## src/design/ppdc_pkg.sv

```systemverilog
package ppdc_pkg;

    // field widths
    localparam int SAMPLE_W = 10;
    localparam int CMD_W    = 15;
    localparam int TIME_W   = 32;
    localparam int PROD_W   = 2 * CMD_W;
    localparam int QUO_W    = CMD_W + 1;

    // two bits retire per cycle in both serial units
    localparam int MUL_STEPS  = QUO_W / 2;
    localparam int DIV_STEPS  = QUO_W / 2;
    localparam int STEP_CNT_W = $clog2(MUL_STEPS);

    // stream words
    localparam int IN_TDATA_W  = 56;
    localparam int OUT_TDATA_W = 40;

    // configuration port
    localparam int CFG_IDX_W  = 3;
    localparam int CFG_DATA_W = CMD_W;

    localparam logic [CFG_IDX_W-1:0] REG_BRAKE_THR = 3'd0;
    localparam logic [CFG_IDX_W-1:0] REG_MAX_RPM   = 3'd1;
    localparam logic [CFG_IDX_W-1:0] REG_OVERLAP   = 3'd2;
    localparam logic [CFG_IDX_W-1:0] REG_LOW_PEDAL = 3'd3;
    localparam logic [CFG_IDX_W-1:0] REG_DEADBAND  = 3'd4;
    localparam logic [CFG_IDX_W-1:0] REG_SEND_PER  = 3'd5;

    localparam logic [SAMPLE_W-1:0] RST_BRAKE_THR = 10'd25;
    localparam logic [CMD_W-1:0]    RST_MAX_RPM   = 15'd5500;
    localparam logic [SAMPLE_W-1:0] RST_OVERLAP   = 10'd52;
    localparam logic [SAMPLE_W-1:0] RST_LOW_PEDAL = 10'd20;
    localparam logic [SAMPLE_W-1:0] RST_DEADBAND  = 10'd30;
    localparam logic [SAMPLE_W-1:0] RST_SEND_PER  = 10'd10;

    localparam logic [CMD_W-1:0] PEDAL_FULL_SCALE   = 15'd1023;
    localparam logic [CMD_W-1:0] COMMAND_FULL_SCALE = 15'd32767;

endpackage

```

## src/design/ppdc_mul.sv

```systemverilog
module ppdc_mul (
    input  logic                       i_clk,
    input  logic                       i_rst_n,
    input  logic                       i_start,
    input  logic [ppdc_pkg::CMD_W-1:0] i_a,
    input  logic [ppdc_pkg::CMD_W-1:0] i_b,
    output logic                       o_done,
    output logic [ppdc_pkg::PROD_W-1:0] o_prod
);
    import ppdc_pkg::*;

    logic                  r_busy;
    logic                  r_done;
    logic [STEP_CNT_W-1:0] r_cnt;
    logic [CMD_W-1:0]      r_a;
    logic [QUO_W-1:0]      r_b;
    logic [PROD_W-1:0]     r_acc;

    logic [CMD_W+1:0]      n_part;
    logic [PROD_W-1:0]     n_acc;

    // radix-4 shift-add, multiplier digits taken from the top
    always_comb begin
        case (r_b[QUO_W-1 -: 2])
            2'd0:    n_part = '0;
            2'd1:    n_part = {2'b00, r_a};
            2'd2:    n_part = {1'b0, r_a, 1'b0};
            default: n_part = {2'b00, r_a} + {1'b0, r_a, 1'b0};
        endcase
        n_acc = {r_acc[PROD_W-3:0], 2'b00} + PROD_W'(n_part);
    end

    always_ff @(posedge i_clk) begin
        if (!i_rst_n) begin
            r_busy <= 1'b0;
            r_done <= 1'b0;
            r_cnt  <= '0;
        end else if (i_start) begin
            r_busy <= 1'b1;
            r_done <= 1'b0;
            r_cnt  <= '0;
        end else if (r_busy) begin
            r_cnt <= r_cnt + 1'b1;
            if (r_cnt == STEP_CNT_W'(MUL_STEPS - 1)) begin
                r_busy <= 1'b0;
                r_done <= 1'b1;
            end
        end else begin
            r_done <= 1'b0;
        end
    end

    always_ff @(posedge i_clk) begin
        if (i_start) begin
            r_a   <= i_a;
            r_b   <= {1'b0, i_b};
            r_acc <= '0;
        end else if (r_busy) begin
            r_b   <= {r_b[QUO_W-3:0], 2'b00};
            r_acc <= n_acc;
        end
    end

    assign o_done = r_done;
    assign o_prod = r_acc;

endmodule

```

## src/design/ppdc_div.sv

```systemverilog
module ppdc_div (
    input  logic                        i_clk,
    input  logic                        i_rst_n,
    input  logic                        i_start,
    input  logic [ppdc_pkg::PROD_W-1:0] i_dividend,
    input  logic [ppdc_pkg::CMD_W-1:0]  i_divisor,
    output logic                        o_done,
    output logic [ppdc_pkg::CMD_W-1:0]  o_quotient
);
    import ppdc_pkg::*;

    logic                  r_busy;
    logic                  r_done;
    logic [STEP_CNT_W-1:0] r_cnt;
    logic [CMD_W-1:0]      r_d;
    logic [CMD_W-1:0]      r_rem;
    logic [QUO_W-1:0]      r_num;
    logic [QUO_W-1:0]      r_quo;

    logic [CMD_W:0]        n_t0;
    logic [CMD_W:0]        n_t1;
    logic                  n_ge0;
    logic                  n_ge1;
    logic [CMD_W-1:0]      n_rem0;
    logic [CMD_W-1:0]      n_rem1;

    // two restoring steps per cycle; remainder always stays below the divisor
    always_comb begin
        n_t0   = {r_rem, r_num[QUO_W-1]};
        n_ge0  = n_t0 >= {1'b0, r_d};
        n_rem0 = n_ge0 ? CMD_W'(n_t0 - {1'b0, r_d}) : n_t0[CMD_W-1:0];
        n_t1   = {n_rem0, r_num[QUO_W-2]};
        n_ge1  = n_t1 >= {1'b0, r_d};
        n_rem1 = n_ge1 ? CMD_W'(n_t1 - {1'b0, r_d}) : n_t1[CMD_W-1:0];
    end

    always_ff @(posedge i_clk) begin
        if (!i_rst_n) begin
            r_busy <= 1'b0;
            r_done <= 1'b0;
            r_cnt  <= '0;
        end else if (i_start) begin
            r_busy <= 1'b1;
            r_done <= 1'b0;
            r_cnt  <= '0;
        end else if (r_busy) begin
            r_cnt <= r_cnt + 1'b1;
            if (r_cnt == STEP_CNT_W'(DIV_STEPS - 1)) begin
                r_busy <= 1'b0;
                r_done <= 1'b1;
            end
        end else begin
            r_done <= 1'b0;
        end
    end

    // callers keep the dividend below divisor * 2^16, so the upper part
    // seeds the remainder directly
    always_ff @(posedge i_clk) begin
        if (i_start) begin
            r_d   <= i_divisor;
            r_rem <= CMD_W'(i_dividend[PROD_W-1:QUO_W]);
            r_num <= i_dividend[QUO_W-1:0];
            r_quo <= '0;
        end else if (r_busy) begin
            r_rem <= n_rem1;
            r_num <= {r_num[QUO_W-3:0], 2'b00};
            r_quo <= {r_quo[QUO_W-3:0], n_ge0, n_ge1};
        end
    end

    assign o_done     = r_done;
    // top quotient bit is zero only when the dividend is below divisor * 2^15
    assign o_quotient = r_quo[CMD_W-1:0];

endmodule

```

## src/design/pedal_plausibility_drive_command.sv

```systemverilog
// channel   dir   handshake                      word fields (lowest bit up)
// s_axis    in    s_axis_tvalid / s_axis_tready  brake_sample, pedal_sample,
//                                                start_pressed, now_ms
// m_axis    out   m_axis_tvalid / m_axis_tready  drive_armed, overlap_latched,
//                                                send_strobe, command_word,
//                                                display_rpm
// cfg       in    i_cfg_we (no wait)             i_cfg_index, i_cfg_data
//
// A zero command (disarmed, latched, zero max_rpm) goes from S_IDLE through S_DONE to
// m_axis_tvalid. Otherwise five serial passes (8 radix-4 steps each, plus start and
// handoff: pedal * max_rpm, / 1023, rpm * 32767 / max_rpm, * max_rpm, / 32767) run
// before S_DONE raises it. s_axis_tready stays low until the word moves into the output
// register, which waits while the last word is held.
// Reset (synchronous, active low): disarmed, unlatched, send time zero, default registers.
module pedal_plausibility_drive_command (
    input  logic                             i_clk,
    input  logic                             i_rst_n,
    input  logic                             s_axis_tvalid,
    output logic                             s_axis_tready,
    // brake_sample[9:0], pedal_sample[19:10], start_pressed[20], now_ms[52:21]
    input  logic [ppdc_pkg::IN_TDATA_W-1:0]  s_axis_tdata,
    output logic                             m_axis_tvalid,
    input  logic                             m_axis_tready,
    // drive_armed[0], overlap_latched[1], send_strobe[2], command_word[17:3],
    // display_rpm[32:18]
    output logic [ppdc_pkg::OUT_TDATA_W-1:0] m_axis_tdata,
    input  logic                             i_cfg_we,
    input  logic [ppdc_pkg::CFG_IDX_W-1:0]   i_cfg_index,
    input  logic [ppdc_pkg::CFG_DATA_W-1:0]  i_cfg_data
);
    import ppdc_pkg::*;

    typedef enum logic [2:0] {
        S_IDLE, S_MUL1, S_DIV1, S_DIV2, S_MUL2, S_DIV3, S_DONE
    } t_state;

    t_state r_state;

    logic [SAMPLE_W-1:0] r_brake_thr;
    logic [CMD_W-1:0]    r_max_rpm;
    logic [SAMPLE_W-1:0] r_overlap;
    logic [SAMPLE_W-1:0] r_low_pedal;
    logic [SAMPLE_W-1:0] r_deadband;
    logic [SAMPLE_W-1:0] r_send_per;

    logic                r_armed;
    logic                r_latch;
    logic [TIME_W-1:0]   r_last_send;
    logic                r_strobe;
    logic [CMD_W-1:0]    r_cmd;
    logic [CMD_W-1:0]    r_disp;

    logic                r_mul_start;
    logic [CMD_W-1:0]    r_mul_b;
    logic                r_div_start;
    logic [PROD_W-1:0]   r_div_dividend;
    logic [CMD_W-1:0]    r_div_divisor;

    logic                r_m_valid;
    logic [OUT_TDATA_W-1:0] r_m_data;

    logic                mul_done;
    logic [PROD_W-1:0]   mul_prod;
    logic                div_done;
    logic [CMD_W-1:0]    div_quo;

    logic [SAMPLE_W-1:0] in_brake;
    logic [SAMPLE_W-1:0] in_pedal;
    logic                in_start;
    logic [TIME_W-1:0]   in_now;

    logic                s_accept;
    logic                pressed;
    logic                released;
    logic                toggle;
    logic                n_armed;
    logic                n_latch;
    logic                n_calc;
    logic [TIME_W-1:0]   elapsed;
    logic                n_strobe;
    logic [CMD_W-1:0]    rpm_db;
    logic                out_free;

    assign in_brake = s_axis_tdata[SAMPLE_W-1:0];
    assign in_pedal = s_axis_tdata[2*SAMPLE_W-1:SAMPLE_W];
    assign in_start = s_axis_tdata[2*SAMPLE_W];
    assign in_now   = s_axis_tdata[2*SAMPLE_W+TIME_W:2*SAMPLE_W+1];

    assign s_axis_tready = (r_state == S_IDLE);
    assign s_accept      = s_axis_tvalid && s_axis_tready;
    assign out_free      = !r_m_valid || m_axis_tready;

    // arm / latch decision and send strobe for the sample at the port; deadband on the quotient
    always_comb begin
        pressed  = in_brake > r_brake_thr;
        released = in_pedal <= r_low_pedal;
        toggle   = pressed && in_start && released;
        if (!r_armed) begin
            n_armed = toggle;
            n_latch = 1'b0;
        end else if (toggle) begin
            n_armed = 1'b0;
            n_latch = 1'b0;
        end else begin
            n_armed = 1'b1;
            n_latch = r_latch;
        end
        if (n_armed) begin
            if (!n_latch && pressed && (in_pedal >= r_overlap)) begin
                n_latch = 1'b1;
            end
            if (n_latch && released) begin
                n_latch = 1'b0;
            end
        end
        n_calc   = n_armed && !n_latch && (r_max_rpm != '0);
        elapsed  = in_now - r_last_send;
        n_strobe = elapsed >= TIME_W'(r_send_per);
        rpm_db   = (div_quo < CMD_W'(r_deadband)) ? '0 : div_quo;
    end

    ppdc_mul u_mul (
        .i_clk   (i_clk),
        .i_rst_n (i_rst_n),
        .i_start (r_mul_start),
        .i_a     (r_max_rpm),
        .i_b     (r_mul_b),
        .o_done  (mul_done),
        .o_prod  (mul_prod)
    );

    ppdc_div u_div (
        .i_clk      (i_clk),
        .i_rst_n    (i_rst_n),
        .i_start    (r_div_start),
        .i_dividend (r_div_dividend),
        .i_divisor  (r_div_divisor),
        .o_done     (div_done),
        .o_quotient (div_quo)
    );

    always_ff @(posedge i_clk) begin
        if (!i_rst_n) begin
            r_brake_thr <= RST_BRAKE_THR;
            r_max_rpm   <= RST_MAX_RPM;
            r_overlap   <= RST_OVERLAP;
            r_low_pedal <= RST_LOW_PEDAL;
            r_deadband  <= RST_DEADBAND;
            r_send_per  <= RST_SEND_PER;
        end else if (i_cfg_we) begin
            unique case (i_cfg_index)
                REG_BRAKE_THR: r_brake_thr <= i_cfg_data[SAMPLE_W-1:0];
                REG_MAX_RPM:   r_max_rpm   <= i_cfg_data;
                REG_OVERLAP:   r_overlap   <= i_cfg_data[SAMPLE_W-1:0];
                REG_LOW_PEDAL: r_low_pedal <= i_cfg_data[SAMPLE_W-1:0];
                REG_DEADBAND:  r_deadband  <= i_cfg_data[SAMPLE_W-1:0];
                REG_SEND_PER:  r_send_per  <= i_cfg_data[SAMPLE_W-1:0];
                default: ;
            endcase
        end
    end

    always_ff @(posedge i_clk) begin
        if (!i_rst_n) begin
            r_state     <= S_IDLE;
            r_armed     <= 1'b0;
            r_latch     <= 1'b0;
            r_last_send <= '0;
            r_mul_start <= 1'b0;
            r_div_start <= 1'b0;
            r_m_valid   <= 1'b0;
        end else begin
            r_mul_start <= 1'b0;
            r_div_start <= 1'b0;
            // S_DONE refills the output word on its own
            if (r_m_valid && m_axis_tready && (r_state != S_DONE)) begin
                r_m_valid <= 1'b0;
            end
            unique case (r_state)
                S_IDLE: begin
                    if (s_accept) begin
                        r_armed  <= n_armed;
                        r_latch  <= n_latch;
                        r_strobe <= n_strobe;
                        if (n_strobe) begin
                            r_last_send <= in_now;
                        end
                        if (n_calc) begin
                            r_mul_b     <= CMD_W'(in_pedal);
                            r_mul_start <= 1'b1;
                            r_state     <= S_MUL1;
                        end else begin
                            r_cmd   <= '0;
                            r_disp  <= '0;
                            r_state <= S_DONE;
                        end
                    end
                end
                S_MUL1: begin
                    if (mul_done) begin
                        r_div_dividend <= mul_prod;
                        r_div_divisor  <= PEDAL_FULL_SCALE;
                        r_div_start    <= 1'b1;
                        r_state        <= S_DIV1;
                    end
                end
                S_DIV1: begin
                    // rpm * 32767 as a shift and subtract
                    if (div_done) begin
                        r_div_dividend <= {rpm_db, {CMD_W{1'b0}}} - PROD_W'(rpm_db);
                        r_div_divisor  <= r_max_rpm;
                        r_div_start    <= 1'b1;
                        r_state        <= S_DIV2;
                    end
                end
                S_DIV2: begin
                    if (div_done) begin
                        r_cmd       <= div_quo;
                        r_mul_b     <= div_quo;
                        r_mul_start <= 1'b1;
                        r_state     <= S_MUL2;
                    end
                end
                S_MUL2: begin
                    if (mul_done) begin
                        r_div_dividend <= mul_prod;
                        r_div_divisor  <= COMMAND_FULL_SCALE;
                        r_div_start    <= 1'b1;
                        r_state        <= S_DIV3;
                    end
                end
                S_DIV3: begin
                    if (div_done) begin
                        r_disp  <= div_quo;
                        r_state <= S_DONE;
                    end
                end
                S_DONE: begin
                    // hold until the output register is free
                    if (out_free) begin
                        r_m_valid <= 1'b1;
                        r_m_data  <= OUT_TDATA_W'({r_disp, r_cmd, r_strobe,
                                                   r_latch, r_armed});
                        r_state   <= S_IDLE;
                    end
                end
                default: r_state <= S_IDLE;
            endcase
        end
    end

    assign m_axis_tvalid = r_m_valid;
    assign m_axis_tdata  = r_m_data;

    a_latch_needs_armed: assert property (@(posedge i_clk) disable iff (!i_rst_n)
        m_axis_tvalid |-> (m_axis_tdata[0] || !m_axis_tdata[1]))
        else $error("overlap latch reported while disarmed");

    a_cmd_needs_drive: assert property (@(posedge i_clk) disable iff (!i_rst_n)
        (m_axis_tvalid && (m_axis_tdata[2*CMD_W+2:3] != '0))
            |-> (m_axis_tdata[0] && !m_axis_tdata[1]))
        else $error("nonzero command while latched or disarmed");

    a_mul_done_in_mul: assert property (@(posedge i_clk) disable iff (!i_rst_n)
        mul_done |-> (r_state == S_MUL1 || r_state == S_MUL2))
        else $error("multiplier finished outside a multiply pass");

    a_div_done_in_div: assert property (@(posedge i_clk) disable iff (!i_rst_n)
        div_done |-> (r_state == S_DIV1 || r_state == S_DIV2 || r_state == S_DIV3))
        else $error("divider finished outside a divide pass");

endmodule
```

## config.mk

```make
export PLATFORM = sky130hd
export DESIGN_NAME = pedal_plausibility_drive_command
export DESIGN_NICKNAME = d
export VERILOG_FILES = /design/src/design/ppdc_pkg.sv /design/src/design/ppdc_mul.sv /design/src/design/ppdc_div.sv /design/src/design/pedal_plausibility_drive_command.sv
export SDC_FILE = /design/constraint.sdc
export NUM_CORES = 1
export LEC_CHECK = 0
export ABC_AREA = 0
export BUFFER_PORTS_ARGS = -buffer_cell sky130_fd_sc_hd__buf_4
export CORE_ASPECT_RATIO = 0.8
export CORE_MARGIN = 5
export CORE_UTILIZATION = 35
export CTS_CLUSTER_SIZE = 12
export DETAILED_ROUTE_END_ITERATION = 10
export GPL_ROUTABILITY_DRIVEN = 0
export SYNTH_ARGS = -nofsm -noshare
export SYNTH_HDL_FRONTEND = slang
export SYNTH_SLANG_ARGS = --single-unit
```

## constraint.sdc

```tcl
create_clock -name i_clk -period 8.5 [get_ports i_clk]
set_input_delay 0.425 -clock i_clk [delete_from_list [all_inputs] [get_ports i_clk]]
set_output_delay 0.425 -clock i_clk [all_outputs]
set_load 0.005 [all_outputs]
```

==> summary.txt, run 1 <==
Outcome
  – Status: finished, final reports clean

Clocking
  – Clk buf depth: 3
  – CTS root buf: clkbuf_16
  – Post-CTS sizing: 0
  – CTS tree: yes
  – Cts bufs inserted: 40
  – CTS clk-pin slew, worst paths: 0.06 ns
  – CTS H-tree depth: 2
  – Post-CTS setup buffer count: 0
  – Clock sink total: 361
  – Clk_lat worst skew: 0.57 ns
  – CTS Hold Bufs: 0

Power
  – Pleak: 9.39 nW
  – Worst vdd ir: 177 uV
  – Power density over cell area: 262 nW/um^2

Layout
  – Share of layout cells above drive strength 1: 12.3%
  – Core Util, Final: 40.3%
  – Post-route design area: 24200 sq um
  – Area delta synth->final: 13.5%
  – Filler cells: 5805
  – Inserted Diodes: 0
  – Most frequent cells in the layout: 291 x nand2_1, 199 x edfxtp_1, 160 x dfxtp_1, 146 x ha_1, 143 x buf_4
  – Commonest non-fill, non-tap cell in the layout: nand2_1
  – Final #Nets: 2529

Drt
  – DR iter-0 viols: 1393
  – Total Routed Length: 55100 um
  – Avg Vias per Cell: 5.41
  – Antenna-violating nets left: 0
  – Via count: 16800
  – DRC viols: 0
  – Wire per inst: 17.7 um
  – First-pass iteration count of the detailed router: 5

Worst setup path
  – Worst path cell trace: inv_1 > ha_1 > inv_1 > fa_1 > a21o_1 > a211oi_2 > o21ai_1 > a41o_1 > a31o_1 > a41oi_4 > mux2_2 > ha_1 > nand2b_1 > a21oi_1 > o211ai_1 > a31oi_1 > o21ai_0 > nand2_1 > a311o_1 > a211oi_4 > mux2i_1 > mux2_2
  – Data required, critical path: 8.81 ns
  – Worst r2r path cells: 22
  – Setup crit end: u_div.r_rem[0]$_DFFE_PP_
  – Critical Path Fanout Max: 19
  – Worst Setup End Kind: flop
  – WP depth: 22
  – Crit path buffers/inverters: 2
  – Worst setup SP type: flop
  – CP max stage delay: 0.93 ns
  – Flop2flop setup slack: 2.01 ns
  – Crit Reg-Reg Endpoint: u_div.r_rem[0]$_DFFE_PP_
  – CP max-delay cell: a211oi_4
  – Crit Path Class: reg2reg
  – Critical path launch point: u_div.r_num[15]$_DFFE_PP_
  – Top cell family by delay on the critical path: compound AO/OA/AOI/OAI gates
  – Worst Path Arrival: 6.80 ns
  – R2R Path Start: u_div.r_num[15]$_DFFE_PP_

Global route
  – Number of global-route vias before repair: 16000
  – Largest net degree at the start of global routing: 87
  – Global-route wire length before repair: 87400 um
  – GRT Total Usage: 16.2%
  – Total grt overflow: 0
  – Initial antenna violation count: 1

Placed design
  – Port Buffer Count: 110
  – HPWL after DPL: 39600 um
  – Placed Area: 22800 sq um

STA
  – Tightest Pin Transition: 1.22 ns
  – Achievable Freq: 154 MHz
  – RSZ-0062 raised after global routing: false
  – Tcrit/Tclk final: 76.4%
  – TNS Setup: 0 ns
  – Hold_ws: 0.115 ns
  – Fin crit period: 6.49 ns
  – Final Hold Viols: 0
  – Final setup vio count: 0
  – Worst slew margin: 18.2%
  – Pins Over Slew Limit: 0
  – Worst clock skew: 0.0278 ns

Synth
  – Synth Flop Type: edfxtp_1
  – FF+latch count, synth: 361
  – Cells after Synth: 2241
  – Post-synth top area cell: edfxtp_1
  – Sequential-to-total area share from yosys stat: 43.3%
  – Synth Warn #: 0
  – Async S/R FF share, synth: 0%
  – Top cells by area, synth: edfxtp_1 28%, dfxtp_1 15%, ha_1 8.6%, nand2_1 5.1%, o21ai_0 2.9%
  – Synth top area share: 28.1%
  – Yosys cell types: 81
  – Mapped cell area: 21300 sq um
  – EDFF count, synth: 199
  – Syn avg cell area: 9.50 sq um

Die
  – Initial Util: 35.5%
  – Placement row count: 80
  – Core Footprint: 60000 sq um
  – DIE HEIGHT: 231 um
  – Die area: 65900 sq um
  – Top-Level Pins: 121
  – Die width: 286 um

Run
  – Max Cap Viol: 0

Worst hold path
  – Worst hold start: i_cfg_data[10]
  – Hold Path Class: in2reg
==> routing by layer <==
layer / track usage [%] / wire length, um
met4: 3.93 / 1010
met5: 0 / 0
met1: 23.6 / 26600
met2: 25.1 / 24000
met3: 2.93 / 3490
==> through the flow <==
step           cells  power [mW]  worst slack (ns)
3_3_place_gp    3036        4.50              2.20
4_1_cts         3109        6.37              2.06
5_1_grt         3109        6.74              1.64
3_5_place_dp    3036        4.56              2.11
2_1_floorplan   2247        3.99              2.94
6_report        3109        6.34              2.01
==> state kept, by name, indices dropped and copies added (netlist names), 16 cells and up <==
register        count
m_axis_tdata       33
r_div_dividend     30
r_last_send        32
u_div.r_num        16
u_mul.o_prod       30
u_mul.r_b          16
==> how the worst min path moves through the flow <==
| stage | end | slack, ns | cells past startpoint |
|---|---|---|---|
| after floorplan | m_axis_tdata[10]$_DFFE_PP_ | 0.40 | 0 |
| after global placement | m_axis_tdata[25]$_DFFE_PP_ | 0.40 | 0 |
| after detailed placement | m_axis_tdata[10]$_DFFE_PP_ | 0.41 | 0 |
| after CTS | r_max_rpm[10]$_SDFFE_PN1P_ | 0.07 | 3 |
| after global routing | r_max_rpm[10]$_SDFFE_PN1P_ | 0.10 | 3 |
| final | r_max_rpm[10]$_SDFFE_PN1P_ | 0.11 | 3 |
==> worst reg2reg max path, delay by kind of cell (launching register included) <==
kind / cells / cell delay [ns]
flip-flops: 1 / 0.39
AO/OA/AOI/OAI: 12 / 3.70
adder cells (fa/ha/maj): 3 / 0.91
AND/OR/NAND/NOR: 2 / 0.19
multiplexers: 3 / 0.91
buffers and inverters: 2 / 0.14
==> final cells by class <==
type                            count  area [sq um]  area share [%]
Clock inverter                     16           214           0.885
Inverter                          128           480            1.99
Timing Repair Buffer              143          1070            4.44
Clock buffer                       57          1140            4.70
Tap cell                          779           975            4.03
Multi-Input combinational cell   1625         11100            45.8
Sequential cell                   361          9220            38.1
==> where the power goes <==
group | leakage [nW] | internal (mW) | switching (mW) | total (mW)
logic | 5.60 | 0.919 | 1.37 | 2.29
clock network | 0.654 | 1.06 | 0.725 | 1.79
registers | 3.13 | 2.12 | 0.149 | 2.27
==> cells in the mapped netlist (15+ instances only) <==
cell type / number
a21oi_1: 115
xor2_1: 37
a21boi_0: 49
nor3_1: 35
a21o_1: 45
and3_1: 52
nor2_1: 122
nor2b_1: 19
nand2b_1: 26
o211ai_1: 25
a211oi_1: 15
mux2i_1: 42
o311ai_1: 30
mux2_2: 54
dfxtp_1: 162
and2_1: 44
a2bb2oi_1: 32
nand4_1: 22
o21a_1: 17
a31oi_1: 21
ha_1: 146
o21ai_0: 123
xnor2_1: 54
nand2_1: 291
edfxtp_1: 199
nand3_1: 45
inv_1: 127
clkbuf_1: 113
==> cells by family after synthesis <==
logic type               after synthesis  share of synthesized area, %
multiplexers                          96                          4.83
AND/OR/NAND/NOR                      702                          15.5
buffers and inverters                261                          4.90
XOR/XNOR                              91                          3.74
AO/OA/AOI/OAI                        578                          18.7
other                                  1                        0.0176
adder cells (fa/ha/maj)              151                          9.05
flip-flops                           361                          43.3
No activity file was read; power rests on OpenSTA's default activity.
==> run 2, diff against run 1 <==
Clock period 8.5 ns to 5.95 ns, I/O delays scaled along.
==> summary.txt, run 2 (synthesis results as in run 1) <==
Placed design
  – HPWL after DPL: 39900 um (was 39600 um)
  – Placed cells: 3038 (was 3036)
  – Port Buffer Count: 110 (unchanged)
  – Placed Area: 22800 sq um (about the same)

Drt
  – Via count: 16800 (about the same)
  – Wire per inst: 17.7 um (about the same)
  – Antenna-violating nets left: 0 (unchanged)
  – Total Routed Length: 55300 um (was 55100 um)
  – DR iter-0 viols: 1134 (was 1393)
  – DRC viols: 0 (unchanged)
  – First-pass iteration count of the detailed router: 5 (unchanged)
  – Avg Vias per Cell: 5.39 (was 5.41)

Global route
  – Total grt overflow: 0 (unchanged)
  – GRT Total Usage: 16.3% (was 16.2%)
  – Largest net degree at the start of global routing: 102 (was 87)
  – Number of global-route vias before repair: 16300 (was 16000)
  – Initial antenna violation count: 0 (was 1)
  – Global-route wire length before repair: 88300 um (was 87400 um)

STA
  – Tcrit/Tclk final: 97.4% (was 76.4%)
  – RSZ-0062 raised after global routing: true (was false)
  – Worst slew margin: 18.7% (was 18.2%)
  – Pins Over Slew Limit: 0 (unchanged)
  – Worst clock skew: 0.0288 ns (was 0.0278 ns)
  – TNS Setup: 0 ns (unchanged)
  – Hold_ws: 0.0451 ns (was 0.115 ns)
  – Fin crit period: 5.79 ns (was 6.49 ns)
  – Tightest Pin Transition: 1.22 ns (about the same)
  – Final Hold Viols: 0 (unchanged)
  – Achievable Freq: 173 MHz (was 154 MHz)
  – Final setup vio count: 0 (unchanged)

Layout
  – Filler cells: 5821 (was 5805)
  – Most frequent cells in the layout: 291 x nand2_1, 199 x edfxtp_1, 160 x dfxtp_1, 147 x buf_4, 146 x ha_1 (was 291 x nand2_1, 199 x edfxtp_1, 160 x dfxtp_1, 146 x ha_1, 143 x buf_4)
  – Post-route design area: 24300 sq um (was 24200 sq um)
  – Final #Nets: 2540 (was 2529)
  – Commonest non-fill, non-tap cell in the layout: nand2_1 (unchanged)
  – Finished Layout Cells: 3121 (was 3109)
  – Core Util, Final: 40.5% (was 40.3%)
  – Inserted Diodes: 0 (unchanged)
  – Share of layout cells above drive strength 1: 12.5% (was 12.3%)
  – Area delta synth->final: 14.0% (was 13.5%)
  – Sequential cell area: 9220 sq um (unchanged)
  – Max reg flops: 33 (unchanged)
  – Multi-input gate area: 11100 sq um (about the same)

Die
  – Core Footprint: 60000 sq um (unchanged)
  – Placement row count: 80 (unchanged)
  – DIE HEIGHT: 231 um (unchanged)
  – Die area: 65900 sq um (unchanged)
  – Initial Util: 35.5% (unchanged)
  – Die width: 286 um (unchanged)
  – Top-Level Pins: 121 (unchanged)

Worst setup path
  – Worst setup SP type: flop (unchanged)
  – CP max-delay cell: edfxtp_1 (was a211oi_4)
  – CP max stage delay: 0.42 ns (was 0.93 ns)
  – Crit Path Class: reg2reg (unchanged)
  – Data required, critical path: 6.35 ns (was 8.81 ns)
  – Worst path cell trace: inv_1 > ha_1 > inv_1 > fa_1 > a21o_1 > a211oi_2 > o21ai_1 > a41o_1 > a31o_1 > a41oi_4 > mux2_2 > ha_1 > nand2b_1 > a21oi_1 > o211ai_1 > a31oi_1 > o21ai_1 > nand2_1 > a311o_1 > a211oi_4 > buf_12 > mux2_2 > o21ai_0 (was inv_1 > ha_1 > inv_1 > fa_1 > a21o_1 > a211oi_2 > o21ai_1 > a41o_1 > a31o_1 > a41oi_4 > mux2_2 > ha_1 > nand2b_1 > a21oi_1 > o211ai_1 > a31oi_1 > o21ai_0 > nand2_1 > a311o_1 > a211oi_4 > mux2i_1 > mux2_2)
  – Worst Path Arrival: 6.19 ns (was 6.80 ns)
  – Critical Path Fanout Max: 11 (was 19)
  – Worst Setup End Kind: flop (unchanged)
  – Flop2flop setup slack: 0.16 ns (was 2.01 ns)

Clocking
  – CTS clk-pin slew, worst paths: 0.06 ns (about the same)
  – Clk buf depth: 3 (unchanged)
  – CTS root buf: clkbuf_16 (unchanged)
  – CTS H-tree depth: 2 (unchanged)
  – CTS tree: yes (unchanged)
  – Clk_lat worst skew: 0.57 ns (about the same)
  – Clock sink total: 361 (unchanged)
  – Cts bufs inserted: 41 (was 40)

Outcome
  – Status: finished, final reports clean (unchanged)

Power
  – Power density over cell area: 373 nW/um^2 (was 262 nW/um^2)
  – Pleak: 9.43 nW (was 9.39 nW)
  – Worst vdd ir: 274 uV (was 177 uV)

Run
  – Max Cap Viol: 0 (unchanged)

Worst hold path
  – Hold Path Class: in2reg (unchanged)
==> run 2: final cells by class <==
type	count	area share, %
Sequential cell	361	38.0
Timing Repair Buffer	153	4.83
Clock buffer	58	4.53
Clock inverter	17	1.02
Inverter	128	1.98
Multi-Input combinational cell	1625	45.6
Tap cell	779	4.02
==> run 2: timing repair <==
item / CTS / global route
gates resized for setup: 0 / 5
hold buffers: 5 / 0
endpoints found under the setup margin: 1 / 11
setup buffers: 3 / 0
endpoints found under the hold margin: 5 / 0
pin swaps: 1 / 2
==> run 2: path summary, 6_finish.rpt <==
kind                            cells after the start                 startpoint                          to
worst max-delay path                               23  u_div.r_num[15]$_DFFE_PP_    u_div.r_rem[1]$_DFFE_PP_
worst max register to register                     23  u_div.r_num[15]$_DFFE_PP_    u_div.r_rem[1]$_DFFE_PP_
worst min register to register                      0    r_disp[3]$_SDFFCE_PP0P_  m_axis_tdata[21]$_DFFE_PP_
worst min-delay path                                3              i_cfg_data[0]  r_send_per[0]$_SDFFE_PN0P_
==> run 2: where the power goes <==
group / switching (mW) / internal, mW
clock: 1.06 / 1.49
sequential: 0.209 / 3.03
combinational: 1.96 / 1.33
total: 3.22 / 5.84
==> run 2: per-stage QoR <==
| step | setup slack (ns) | power [mW] |
|---|---|---|
| floorplan | 0.392 | 5.69 |
| global placement | 0.167 | 6.43 |
| detailed placement | 0.0193 | 6.52 |
| CTS | 0.0871 | 9.10 |
| global route | -0.00771 | 9.63 |
| finish | 0.156 | 9.06 |
==> run 2: worst max-delay path: cells and delay by family (launching register included) <==
family / cells / cell delay [ns]
fa+ha+maj: 3 / 0.94
compound gates: 13 / 2.94
simple gates: 2 / 0.23
mux: 2 / 0.73
buf+inv: 3 / 0.34
flops: 1 / 0.42
==> run 2: metal layers <==
metal	wire length, um	track usage, %	vias to the layer above
met5	0	0	-
met4	1030	3.73	0
met3	2900	2.16	70
met2	24400	25.7	436
met1	27000	23.8	8100
li1	-	-	8231
